==> src/rtl/scgc_pkg.sv <==
// Shared types and constants for the serial CRC generate/check block.
package scgc_pkg;

  localparam int unsigned DEGREE_W = 5;
  localparam int unsigned TAPS_W   = 16;
  localparam int unsigned APB_AW   = 4;
  localparam int unsigned APB_DW   = 32;

  localparam logic [1:0] REG_DEGREE = 2'd0;
  localparam logic [1:0] REG_TAPS   = 2'd1;
  localparam logic [1:0] REG_MODE   = 2'd2;

  localparam logic [DEGREE_W-1:0] DEGREE_RST = 5'd16;
  localparam logic [TAPS_W-1:0]   TAPS_RST   = 16'h1021;

  localparam int unsigned QUEUE_DEPTH = 4;

  typedef struct packed {
    logic data_bit;
    logic last_bit;
  } in_item_t;

  typedef struct packed {
    logic code_bit;
    logic is_crc_bit;
    logic frame_end;
    logic error_flag;
  } out_item_t;

  typedef enum logic [1:0] {
    CMD_ECHO,
    CMD_ECHO_CRC,
    CMD_CHECK
  } cmd_kind_e;

  // bit_val: echoed data bit, or the error flag for a check command
  typedef struct packed {
    cmd_kind_e kind;
    logic      bit_val;
  } cmd_t;

  localparam int unsigned CMD_W = $bits(cmd_t);

endpackage

==> src/rtl/serial_crc_generate_check.sv <==
// Serial CRC generator/checker with programmable generator polynomial.
// A result item passes through the command queue and the result register, and is held while the receiver does not pop.
// The front takes one input item per cycle while the queue is not full, and does one division step per accepted item.
// A last bit in generate mode yields 1 + degree result items, one per cycle from the back end while the receiver pops;
// the 4-entry command queue lets the front keep accepting during that burst.
// Reset: remainder zero, queue and result register empty, registers to 16 / 0x1021 / generate.
module serial_crc_generate_check #(
  parameter int unsigned MAX_DEGREE = 16
) (
  input  logic                        clk_i,
  input  logic                        rst_ni,
  input  logic                        push,
  output logic                        full,
  input  scgc_pkg::in_item_t          data_i,
  output logic                        empty,
  input  logic                        pop,
  output scgc_pkg::out_item_t         result_o,
  input  logic                        psel,
  input  logic                        penable,
  input  logic                        pwrite,
  input  logic [scgc_pkg::APB_AW-1:0] paddr,
  input  logic [scgc_pkg::APB_DW-1:0] pwdata,
  output logic [scgc_pkg::APB_DW-1:0] prdata,
  output logic                        pready
);

  localparam int unsigned DEG_W = $clog2(MAX_DEGREE + 1);
  localparam int unsigned QW    = scgc_pkg::CMD_W + MAX_DEGREE + DEG_W;

  logic [scgc_pkg::DEGREE_W-1:0] degree_q;
  logic [scgc_pkg::TAPS_W-1:0]   taps_q;
  logic                          check_q;
  logic                          cfg_wr;

  logic                  accept;
  logic                  cmd_valid;
  scgc_pkg::cmd_t        cmd_w, cmd_r;
  logic [MAX_DEGREE-1:0] crc_w, crc_r;
  logic [DEG_W-1:0]      deg_w, deg_r;
  logic                  q_full, q_empty, q_pop;

  // configuration port
  assign pready = 1'b1;
  assign cfg_wr = psel && penable && pwrite && pready;

  always_ff @(posedge clk_i or negedge rst_ni) begin
    if (!rst_ni) begin
      degree_q <= scgc_pkg::DEGREE_RST;
      taps_q   <= scgc_pkg::TAPS_RST;
      check_q  <= 1'b0;
    end else if (cfg_wr) begin
      unique case (paddr[3:2])
        scgc_pkg::REG_DEGREE: degree_q <= pwdata[scgc_pkg::DEGREE_W-1:0];
        scgc_pkg::REG_TAPS:   taps_q   <= pwdata[scgc_pkg::TAPS_W-1:0];
        scgc_pkg::REG_MODE:   check_q  <= pwdata[0];
        default: ;
      endcase
    end
  end

  always_comb begin
    unique case (paddr[3:2])
      scgc_pkg::REG_DEGREE: prdata = scgc_pkg::APB_DW'(degree_q);
      scgc_pkg::REG_TAPS:   prdata = scgc_pkg::APB_DW'(taps_q);
      scgc_pkg::REG_MODE:   prdata = scgc_pkg::APB_DW'(check_q);
      default:              prdata = '0;
    endcase
  end

  // data path
  assign full   = q_full;
  assign accept = push && !full;

  scgc_front #(
    .MAX_DEGREE(MAX_DEGREE),
    .DEG_W     (DEG_W)
  ) u_front (
    .clk_i       (clk_i),
    .rst_ni      (rst_ni),
    .cfg_degree_i(degree_q),
    .cfg_taps_i  (taps_q),
    .cfg_check_i (check_q),
    .accept_i    (accept),
    .item_i      (data_i),
    .cmd_valid_o (cmd_valid),
    .cmd_o       (cmd_w),
    .crc_o       (crc_w),
    .deg_o       (deg_w)
  );

  scgc_queue #(
    .WIDTH(QW),
    .DEPTH(scgc_pkg::QUEUE_DEPTH)
  ) u_queue (
    .clk_i  (clk_i),
    .rst_ni (rst_ni),
    .push_i (cmd_valid),
    .wdata_i({cmd_w, crc_w, deg_w}),
    .pop_i  (q_pop),
    .rdata_o({cmd_r, crc_r, deg_r}),
    .full_o (q_full),
    .empty_o(q_empty)
  );

  scgc_back #(
    .MAX_DEGREE(MAX_DEGREE),
    .DEG_W     (DEG_W)
  ) u_back (
    .clk_i    (clk_i),
    .rst_ni   (rst_ni),
    .q_empty_i(q_empty),
    .cmd_i    (cmd_r),
    .crc_i    (crc_r),
    .deg_i    (deg_r),
    .q_pop_o  (q_pop),
    .pop_i    (pop),
    .empty_o  (empty),
    .result_o (result_o)
  );

  a_full_has_cmds: assert property (@(posedge clk_i) disable iff (!rst_ni)
    q_full |-> !q_empty)
    else $error("queue full and empty at once");

  a_no_pop_underflow: assert property (@(posedge clk_i) disable iff (!rst_ni)
    q_pop |-> !q_empty)
    else $error("command popped from empty queue");

  a_crc_not_error: assert property (@(posedge clk_i) disable iff (!rst_ni)
    !empty |-> !(result_o.is_crc_bit && result_o.error_flag))
    else $error("CRC bit item carries an error flag");

endmodule

==> src/rtl/scgc_front.sv <==
// Front end: remainder register, one division step per accepted item, command issue.
module scgc_front #(
  parameter int unsigned MAX_DEGREE = 16,
  parameter int unsigned DEG_W      = 5
) (
  input  logic                          clk_i,
  input  logic                          rst_ni,
  input  logic [scgc_pkg::DEGREE_W-1:0] cfg_degree_i,
  input  logic [scgc_pkg::TAPS_W-1:0]   cfg_taps_i,
  input  logic                          cfg_check_i,
  input  logic                          accept_i,
  input  scgc_pkg::in_item_t            item_i,
  output logic                          cmd_valid_o,
  output scgc_pkg::cmd_t                cmd_o,
  output logic [MAX_DEGREE-1:0]         crc_o,
  output logic [DEG_W-1:0]              deg_o
);

  localparam int unsigned CW = (DEG_W > scgc_pkg::DEGREE_W) ? DEG_W : scgc_pkg::DEGREE_W;

  logic [MAX_DEGREE-1:0]                 rem_q, rem_d;
  logic [CW-1:0]                         deg_ext;
  logic [DEG_W-1:0]                      deg;
  logic [MAX_DEGREE-1:0]                 mask, top_sel, taps, rem, nxt;
  logic [MAX_DEGREE+scgc_pkg::TAPS_W-1:0] taps_wide;
  logic                                  top;

  always_comb begin
    deg_ext = CW'(cfg_degree_i);
    if (deg_ext == '0) begin
      deg = DEG_W'(1);
    end else if (deg_ext > CW'(MAX_DEGREE)) begin
      deg = DEG_W'(MAX_DEGREE);
    end else begin
      deg = deg_ext[DEG_W-1:0];
    end
  end

  always_comb begin
    for (int i = 0; i < MAX_DEGREE; i++) begin
      mask[i]    = DEG_W'(i) < deg;
      top_sel[i] = DEG_W'(i) == (deg - DEG_W'(1));
    end
  end

  assign taps_wide = {{MAX_DEGREE{1'b0}}, cfg_taps_i};
  assign taps      = taps_wide[MAX_DEGREE-1:0] & mask;
  assign rem       = rem_q & mask;
  assign top       = |(rem & top_sel);

  always_comb begin
    if (cfg_check_i) begin
      // codeword divided directly
      nxt = (((rem << 1) | MAX_DEGREE'(item_i.data_bit)) & mask) ^ (top ? taps : '0);
    end else begin
      // augmented division, message times x^D
      nxt = ((rem << 1) & mask) ^ ((top ^ item_i.data_bit) ? taps : '0);
    end
  end

  always_comb begin
    rem_d = rem_q;
    if (accept_i) begin
      rem_d = item_i.last_bit ? '0 : nxt;
    end
  end

  always_comb begin
    if (cfg_check_i) begin
      cmd_o.kind    = scgc_pkg::CMD_CHECK;
      cmd_o.bit_val = |nxt;
      cmd_valid_o   = accept_i && item_i.last_bit;
    end else begin
      cmd_o.kind    = item_i.last_bit ? scgc_pkg::CMD_ECHO_CRC : scgc_pkg::CMD_ECHO;
      cmd_o.bit_val = item_i.data_bit;
      cmd_valid_o   = accept_i;
    end
  end

  assign crc_o = nxt;
  assign deg_o = deg;

  always_ff @(posedge clk_i or negedge rst_ni) begin
    if (!rst_ni) begin
      rem_q <= '0;
    end else begin
      rem_q <= rem_d;
    end
  end

endmodule

==> src/rtl/scgc_queue.sv <==
// Short command queue between the front and back ends.
module scgc_queue #(
  parameter int unsigned WIDTH = 8,
  parameter int unsigned DEPTH = 4
) (
  input  logic             clk_i,
  input  logic             rst_ni,
  input  logic             push_i,
  input  logic [WIDTH-1:0] wdata_i,
  input  logic             pop_i,
  output logic [WIDTH-1:0] rdata_o,
  output logic             full_o,
  output logic             empty_o
);

  localparam int unsigned PTR_W = (DEPTH > 1) ? $clog2(DEPTH) : 1;
  localparam int unsigned CNT_W = $clog2(DEPTH + 1);

  logic [WIDTH-1:0] mem_q [DEPTH];
  logic [PTR_W-1:0] wptr_q, wptr_d, rptr_q, rptr_d;
  logic [CNT_W-1:0] cnt_q, cnt_d;
  logic             do_push, do_pop;

  assign full_o  = cnt_q == CNT_W'(DEPTH);
  assign empty_o = cnt_q == '0;
  assign do_push = push_i && !full_o;
  assign do_pop  = pop_i && !empty_o;
  assign rdata_o = mem_q[rptr_q];

  always_comb begin
    wptr_d = wptr_q;
    rptr_d = rptr_q;
    cnt_d  = cnt_q;
    if (do_push) begin
      wptr_d = (wptr_q == PTR_W'(DEPTH - 1)) ? '0 : wptr_q + PTR_W'(1);
    end
    if (do_pop) begin
      rptr_d = (rptr_q == PTR_W'(DEPTH - 1)) ? '0 : rptr_q + PTR_W'(1);
    end
    if (do_push && !do_pop) begin
      cnt_d = cnt_q + CNT_W'(1);
    end else if (do_pop && !do_push) begin
      cnt_d = cnt_q - CNT_W'(1);
    end
  end

  always_ff @(posedge clk_i or negedge rst_ni) begin
    if (!rst_ni) begin
      wptr_q <= '0;
      rptr_q <= '0;
      cnt_q  <= '0;
    end else begin
      wptr_q <= wptr_d;
      rptr_q <= rptr_d;
      cnt_q  <= cnt_d;
    end
  end

  always_ff @(posedge clk_i) begin
    if (do_push) begin
      mem_q[wptr_q] <= wdata_i;
    end
  end

endmodule

==> src/rtl/scgc_back.sv <==
// Back end: expands queued commands into result items, CRC bits MSB first.
module scgc_back #(
  parameter int unsigned MAX_DEGREE = 16,
  parameter int unsigned DEG_W      = 5
) (
  input  logic                  clk_i,
  input  logic                  rst_ni,
  input  logic                  q_empty_i,
  input  scgc_pkg::cmd_t        cmd_i,
  input  logic [MAX_DEGREE-1:0] crc_i,
  input  logic [DEG_W-1:0]      deg_i,
  output logic                  q_pop_o,
  input  logic                  pop_i,
  output logic                  empty_o,
  output scgc_pkg::out_item_t   result_o
);

  logic [DEG_W-1:0]      cnt_q, cnt_d;
  logic                  out_valid_q, out_valid_d;
  scgc_pkg::out_item_t   result_q, res;
  logic                  done, load, crc_bit;
  logic [MAX_DEGREE-1:0] bit_sel;

  // cnt counts items sent for this command, echoed data bit included; bit deg-cnt goes out next
  always_comb begin
    for (int i = 0; i < MAX_DEGREE; i++) begin
      bit_sel[i] = DEG_W'(i) == (deg_i - cnt_q);
    end
  end
  assign crc_bit = |(crc_i & bit_sel);

  always_comb begin
    res  = '0;
    done = 1'b1;
    case (cmd_i.kind)
      scgc_pkg::CMD_CHECK: begin
        res.frame_end  = 1'b1;
        res.error_flag = cmd_i.bit_val;
      end
      scgc_pkg::CMD_ECHO: begin
        res.code_bit = cmd_i.bit_val;
      end
      scgc_pkg::CMD_ECHO_CRC: begin
        if (cnt_q == '0) begin
          res.code_bit = cmd_i.bit_val;
          done         = 1'b0;
        end else begin
          res.code_bit   = crc_bit;
          res.is_crc_bit = 1'b1;
          res.frame_end  = cnt_q == deg_i;
          done           = cnt_q == deg_i;
        end
      end
      default: begin
        res  = '0;
        done = 1'b1;
      end
    endcase
  end

  assign load    = !q_empty_i && (!out_valid_q || pop_i);
  assign q_pop_o = load && done;

  always_comb begin
    cnt_d       = cnt_q;
    out_valid_d = out_valid_q;
    if (load) begin
      cnt_d       = done ? '0 : cnt_q + DEG_W'(1);
      out_valid_d = 1'b1;
    end else if (pop_i) begin
      out_valid_d = 1'b0;
    end
  end

  always_ff @(posedge clk_i or negedge rst_ni) begin
    if (!rst_ni) begin
      cnt_q       <= '0;
      out_valid_q <= 1'b0;
    end else begin
      cnt_q       <= cnt_d;
      out_valid_q <= out_valid_d;
    end
  end

  always_ff @(posedge clk_i) begin
    if (load) begin
      result_q <= res;
    end
  end

  assign empty_o  = !out_valid_q;
  assign result_o = result_q;

endmodule

==> config.mk <==
export PLATFORM = sky130hd
export DESIGN_NAME = serial_crc_generate_check
export DESIGN_NICKNAME = d
export VERILOG_FILES = /design/src/rtl/scgc_pkg.sv /design/src/rtl/serial_crc_generate_check.sv /design/src/rtl/scgc_front.sv /design/src/rtl/scgc_queue.sv /design/src/rtl/scgc_back.sv
export SDC_FILE = /design/constraint.sdc
export NUM_CORES = 1
export LEC_CHECK = 0
export ABC_AREA = 0
export BUFFER_PORTS_ARGS = -buffer_cell sky130_fd_sc_hd__buf_2
export CORE_MARGIN = 5
export CORE_UTILIZATION = 27
export CTS_CLUSTER_DIAMETER = 100
export CTS_CLUSTER_SIZE = 10
export DETAILED_ROUTE_END_ITERATION = 8
export SKIP_LAST_GASP = 1
export SYNTH_ARGS = -nofsm -noshare
export SYNTH_HDL_FRONTEND = slang
export SYNTH_HIERARCHICAL = 1
export SYNTH_SLANG_ARGS = --single-unit
==> constraint.sdc <==
create_clock -name clk_i -period 3.5 [get_ports clk_i]
set_input_delay 0.35 -clock clk_i [delete_from_list [all_inputs] [get_ports clk_i]]
set_output_delay 0.35 -clock clk_i [all_outputs]
set_load 0.05 [all_outputs]
==> flow_metrics.env <==
export IMPL_grt_busiest_layer="met2"
export IMPL_drv_max_cap_violation_count=0
export IMPL_min_delay_path_depth=2
export IMPL_worstHoldStart="pwdata[9]"
export IMPL_post_route_drc_count=0
export IMPL_netlist_top_cells_count="sky130_fd_sc_hd__edfxtp_1 (100), sky130_fd_sc_hd__dfrtp_1 (47), sky130_fd_sc_hd__inv_1 (27)"
export IMPL_clk_root_buffer_cell="sky130_fd_sc_hd__clkbuf_16"
export IMPL_number_of_drc_violations_after_detailed_routing_iteration_0=288
export IMPL_floorplan_initialDensity_pct=27.26
export IMPL_nets=671
export IMPL_routed_via_count=4429
export IMPL_global_route_usage_total_pct=10.63
export IMPL_number_of_cell_instances_on_the_worst_register_to_register_path=10
export IMPL_cts_reportedPaths_clkPinSlew_ns=0.07
export IMPL_route_detailed_wl_per_inst_um=15.88
export IMPL_insertedDiodeCount=0
export IMPL_async_flop_share_pct=33.77
export IMPL_clk_insertion_delay_late_ns=0.42
export IMPL_postSynthAreaPerCell_um2=14.43
export IMPL_core_um2=27630
export IMPL_drt_wl_total_um=15880
export IMPL_setup_worst_path_end_class="register"
export IMPL_finalHoldViolCount=0
export IMPL_ant_nets=0
export IMPL_clkPwrFrac_pct=25.4
export IMPL_start_kind="register"
export IMPL_num_fill_cells=2771
export IMPL_hold_path_class="in -> reg"
export IMPL_grtUsageMet1_pct=14.92
export IMPL_tns_ns=0
export IMPL_intPower_w=0.005078
export IMPL_areaGrowthSynthToFinish_pct=19.27
export IMPL_grt_remaining_overflow=0
export IMPL_io_buffers=48
export IMPL_max_freq_mhz=303.6
export IMPL_synth_largest_type_area_fraction_pct=39.87
export IMPL_switchingPower_w=0.002647
export IMPL_layout_drive_gt1_share_pct=35.21
export IMPL_syn_instance_count=522
export IMPL_cp_arrival_ns=3.40
export IMPL_synth_edff_count=100
export IMPL_synth_register_bits=151
export IMPL_grt_max_degree=29
export IMPL_power_switching_share_pct=34.26
export IMPL_drt_pass1_iter_count=5
export IMPL_place_detailed_hpwl_um=11260
export IMPL_holdPathEnd="taps_q[9]"
export IMPL_synth_most_common_cell="sky130_fd_sc_hd__edfxtp_1"
export IMPL_grt_first_pass_wirelength_um=25670
export IMPL_numCtsBuffers=17
export IMPL_fin_util_pct=32.51
export IMPL_required_time_at_the_worst_slack_endpoint_ns=3.60
export IMPL_met3_track_utilization_from_global_routing_pct=2.820
export IMPL_rsz_0062_raised_after_global_routing="false"
export IMPL_power_density_cell_area_nw_per_um2=860.0
export IMPL_grt_pass1_vias=4530
export IMPL_synth_yosys_warnings=6
export IMPL_postCtsSetupRepairBufs=0
export IMPL_fp_row_count=61
export IMPL_p_comb_share_pct=39.0
export IMPL_clock_path_buffers=2
export IMPL_die_width_um=177.0
export IMPL_critical_setup_path_class="reg -> reg"
export IMPL_slew_limit_headroom_pct=27.25
export IMPL_seq_power_share_pct=35.6
export IMPL_tritoncts="built"
export IMPL_cts_htree_levels=4
export IMPL_ir_worst_vdd_uv=387.7
export IMPL_finalWorstPathRequiredPeriod_ns=3.294
export IMPL_pins_over_their_slew_limit=0
export IMPL_vias_per_cell=4.429
export IMPL_worst_slew_pin_slew_ns=1.087
export IMPL_synth_area_top_cells="sky130_fd_sc_hd__edfxtp_1 (40%), sky130_fd_sc_hd__dfrtp_1 (16%), sky130_fd_sc_hd__mux4_2 (7.5%), sky130_fd_sc_hd__mux2_2 (3.6%), sky130_fd_sc_hd__ha_1 (2.5%)"
export IMPL_finalCritPeriodShare_pct=94.11
export IMPL_critical_path_reg2reg_startpoint="degree_q[4]"
export IMPL_synthDistinctLibCells=78
export IMPL_die_area_um2=31330
export IMPL_die_y_um=177.0
export IMPL_setup_reg_to_reg_worst_slack_ns=0.21
export IMPL_use_met2_pct=16.38
export IMPL_status="complete, no violations"
export IMPL_worst_setup_path_startpoint="degree_q[4]"
export IMPL_setup_viol_count_final=0
export IMPL_finClkSkew_ns=0.01114
export IMPL_io_pin_count=84
export IMPL_yosysSeqAreaShare_pct=56.89
export IMPL_cts_num_sinks=151
export IMPL_reg_to_reg_endpoint="u_queue/mem_q[2][21]"
export IMPL_critical_path_max_fanout=22
export IMPL_syn_area_um2=7531
export IMPL_synth_main_ff_cell="sky130_fd_sc_hd__edfxtp_1"
export IMPL_p_leak_nw=3.480
export IMPL_gpl_final_weighted_congestion=0.8151
export IMPL_grt_antenna_before_repair=0
export IMPL_yosys_top_cell_by_area="sky130_fd_sc_hd__edfxtp_1"
==> through the flow <==
stage | instance area (µm²) | cells | total power (W) | hold WS [ns] | worst slack, ns
after floorplan | 7587 | 537 | 0.004940 | 0.05441 | 0.1316
after global placement | 8327 | 967 | 0.005763 | 0.4416 | 0.1233
after detailed placement | 8327 | 967 | 0.005823 | 0.4395 | 0.08217
after CTS | 8974 | 1000 | 0.007823 | 0.1371 | 0.06335
after global routing | 8982 | 1000 | 0.008190 | 0.1415 | 0.04975
final | 8982 | 1000 | 0.007725 | 0.1560 | 0.2062
==> flip-flops by register name, indices dropped and copies added, names as in the netlist <==
signal	flops
u_queue/mem_q	96
u_back/cnt_q	5
u_front/rem_q	16
u_queue/rptr_q	2
degree_q	5
taps_q	16
u_queue/cnt_q	3
u_back/out_valid_q	1
u_back/result_o	4
check_q	1
u_queue/wptr_q	2
==> power groups by stage <==
stage          registers, W  logic (W)  clock network, W
6_report            0.00275    0.00301           0.00196
5_1_grt             0.00281    0.00329           0.00209
4_1_cts             0.00276    0.00306           0.00201
3_5_place_dp        0.00278    0.00304                 0
3_3_place_gp        0.00277    0.00299                 0
2_1_floorplan       0.00275    0.00219                 0
==> cell families after synthesis <==
| logic type | after synthesis | synth area share (%) |
|---|---|---|
| AOI/OAI and AO/OA | 93 | 8.922 |
| xor gates and xnor gates | 7 | 1.063 |
| adders and majority gates | 17 | 3.024 |
| buffers and inverters | 73 | 6.263 |
| DFF | 151 | 56.89 |
| muxes | 69 | 14.57 |
| other | 2 | 0.09972 |
| and+or+nand+nor | 110 | 9.171 |
==> per-layer routing <==
| layer | vias up | part of all wire (%) |
|---|---|---|
| met1 | 2179 | 48 |
| met2 | 133 | 46 |
| li1 | 2102 | - |
| met3 | 15 | 4.9 |
| met4 | 0 | 1.3 |
| met5 | - | 0 |
==> worst max-delay path: stages (launching register included) <==
cell                      delay [ns]
sky130_fd_sc_hd__dfstp_2        0.70
sky130_fd_sc_hd__nor2b_1        0.12
sky130_fd_sc_hd__a21oi_1        0.18
sky130_fd_sc_hd__o32ai_1        0.11
sky130_fd_sc_hd__o221a_4        0.29
sky130_fd_sc_hd__or3_1          0.40
sky130_fd_sc_hd__buf_12         0.18
sky130_fd_sc_hd__and4_4         0.18
sky130_fd_sc_hd__o22a_1         0.19
sky130_fd_sc_hd__nor4_1         0.36
sky130_fd_sc_hd__a41oi_2        0.24
==> area by class of cell <==
class | instances | area [µm²] | area share (%)
Clock buffer | 18 | 439.2 | 4.889
Clock inverter | 14 | 197.7 | 2.201
Inverter | 28 | 105.1 | 1.170
Multi-Input combinational cell | 313 | 2839 | 31.61
Sequential cell | 151 | 4285 | 47.71
Tap cell | 378 | 473.0 | 5.265
Timing Repair Buffer | 98 | 643.1 | 7.160
==> how the worst max path moves through the flow <==
stage                                       to  slack [ns]
after global routing      u_queue/mem_q[3][21]        0.05
final                     u_queue/mem_q[2][21]        0.21
after CTS                     u_queue/cnt_q[1]        0.06
after global placement      u_back/result_o[3]        0.12
after detailed placement      u_queue/cnt_q[1]        0.08
after floorplan               u_queue/cnt_q[1]        0.13
==> cells in the final DEF, fill, tap and decap left out, drive strengths merged, types with 3 or more instances in the layout <==
master    Yosys  final
o22ai         3      3
and2         18     18
dfrtp        47     47
nor2b        11     11
clkinvlp      0      4
a31oi         4      4
conb          2     17
nand2b        6      6
clkbuf       11     18
o211ai        3      3
nand3b        3      3
xnor2         3      3
nor3          5      5
dfstp         4      4
buf          34     97
a21oi        26     26
nor3b         3      3
mux4         28     28
ha           15     15
or3           3      3
mux2         27     27
inv          28     30
a22o          9      9
xor2          4      4
nor2         11     11
clkinv        0      4
nand4         9      9
mux2i        14     14
a31o          9      9
a21o          3      3
bufinv        0      4
nor4          5      5
o21ai        24     24
edfxtp      100    100
nand2        20     20
nand3         7      7
==> what timing repair did <==
item / CTS / global route
setup endpoints to repair: 0 / 7
hold buffers: 1 / 0
resized for setup: 0 / 2
endpoints found under the hold margin: 17 / 0
(Power assumes the default switching activity.)
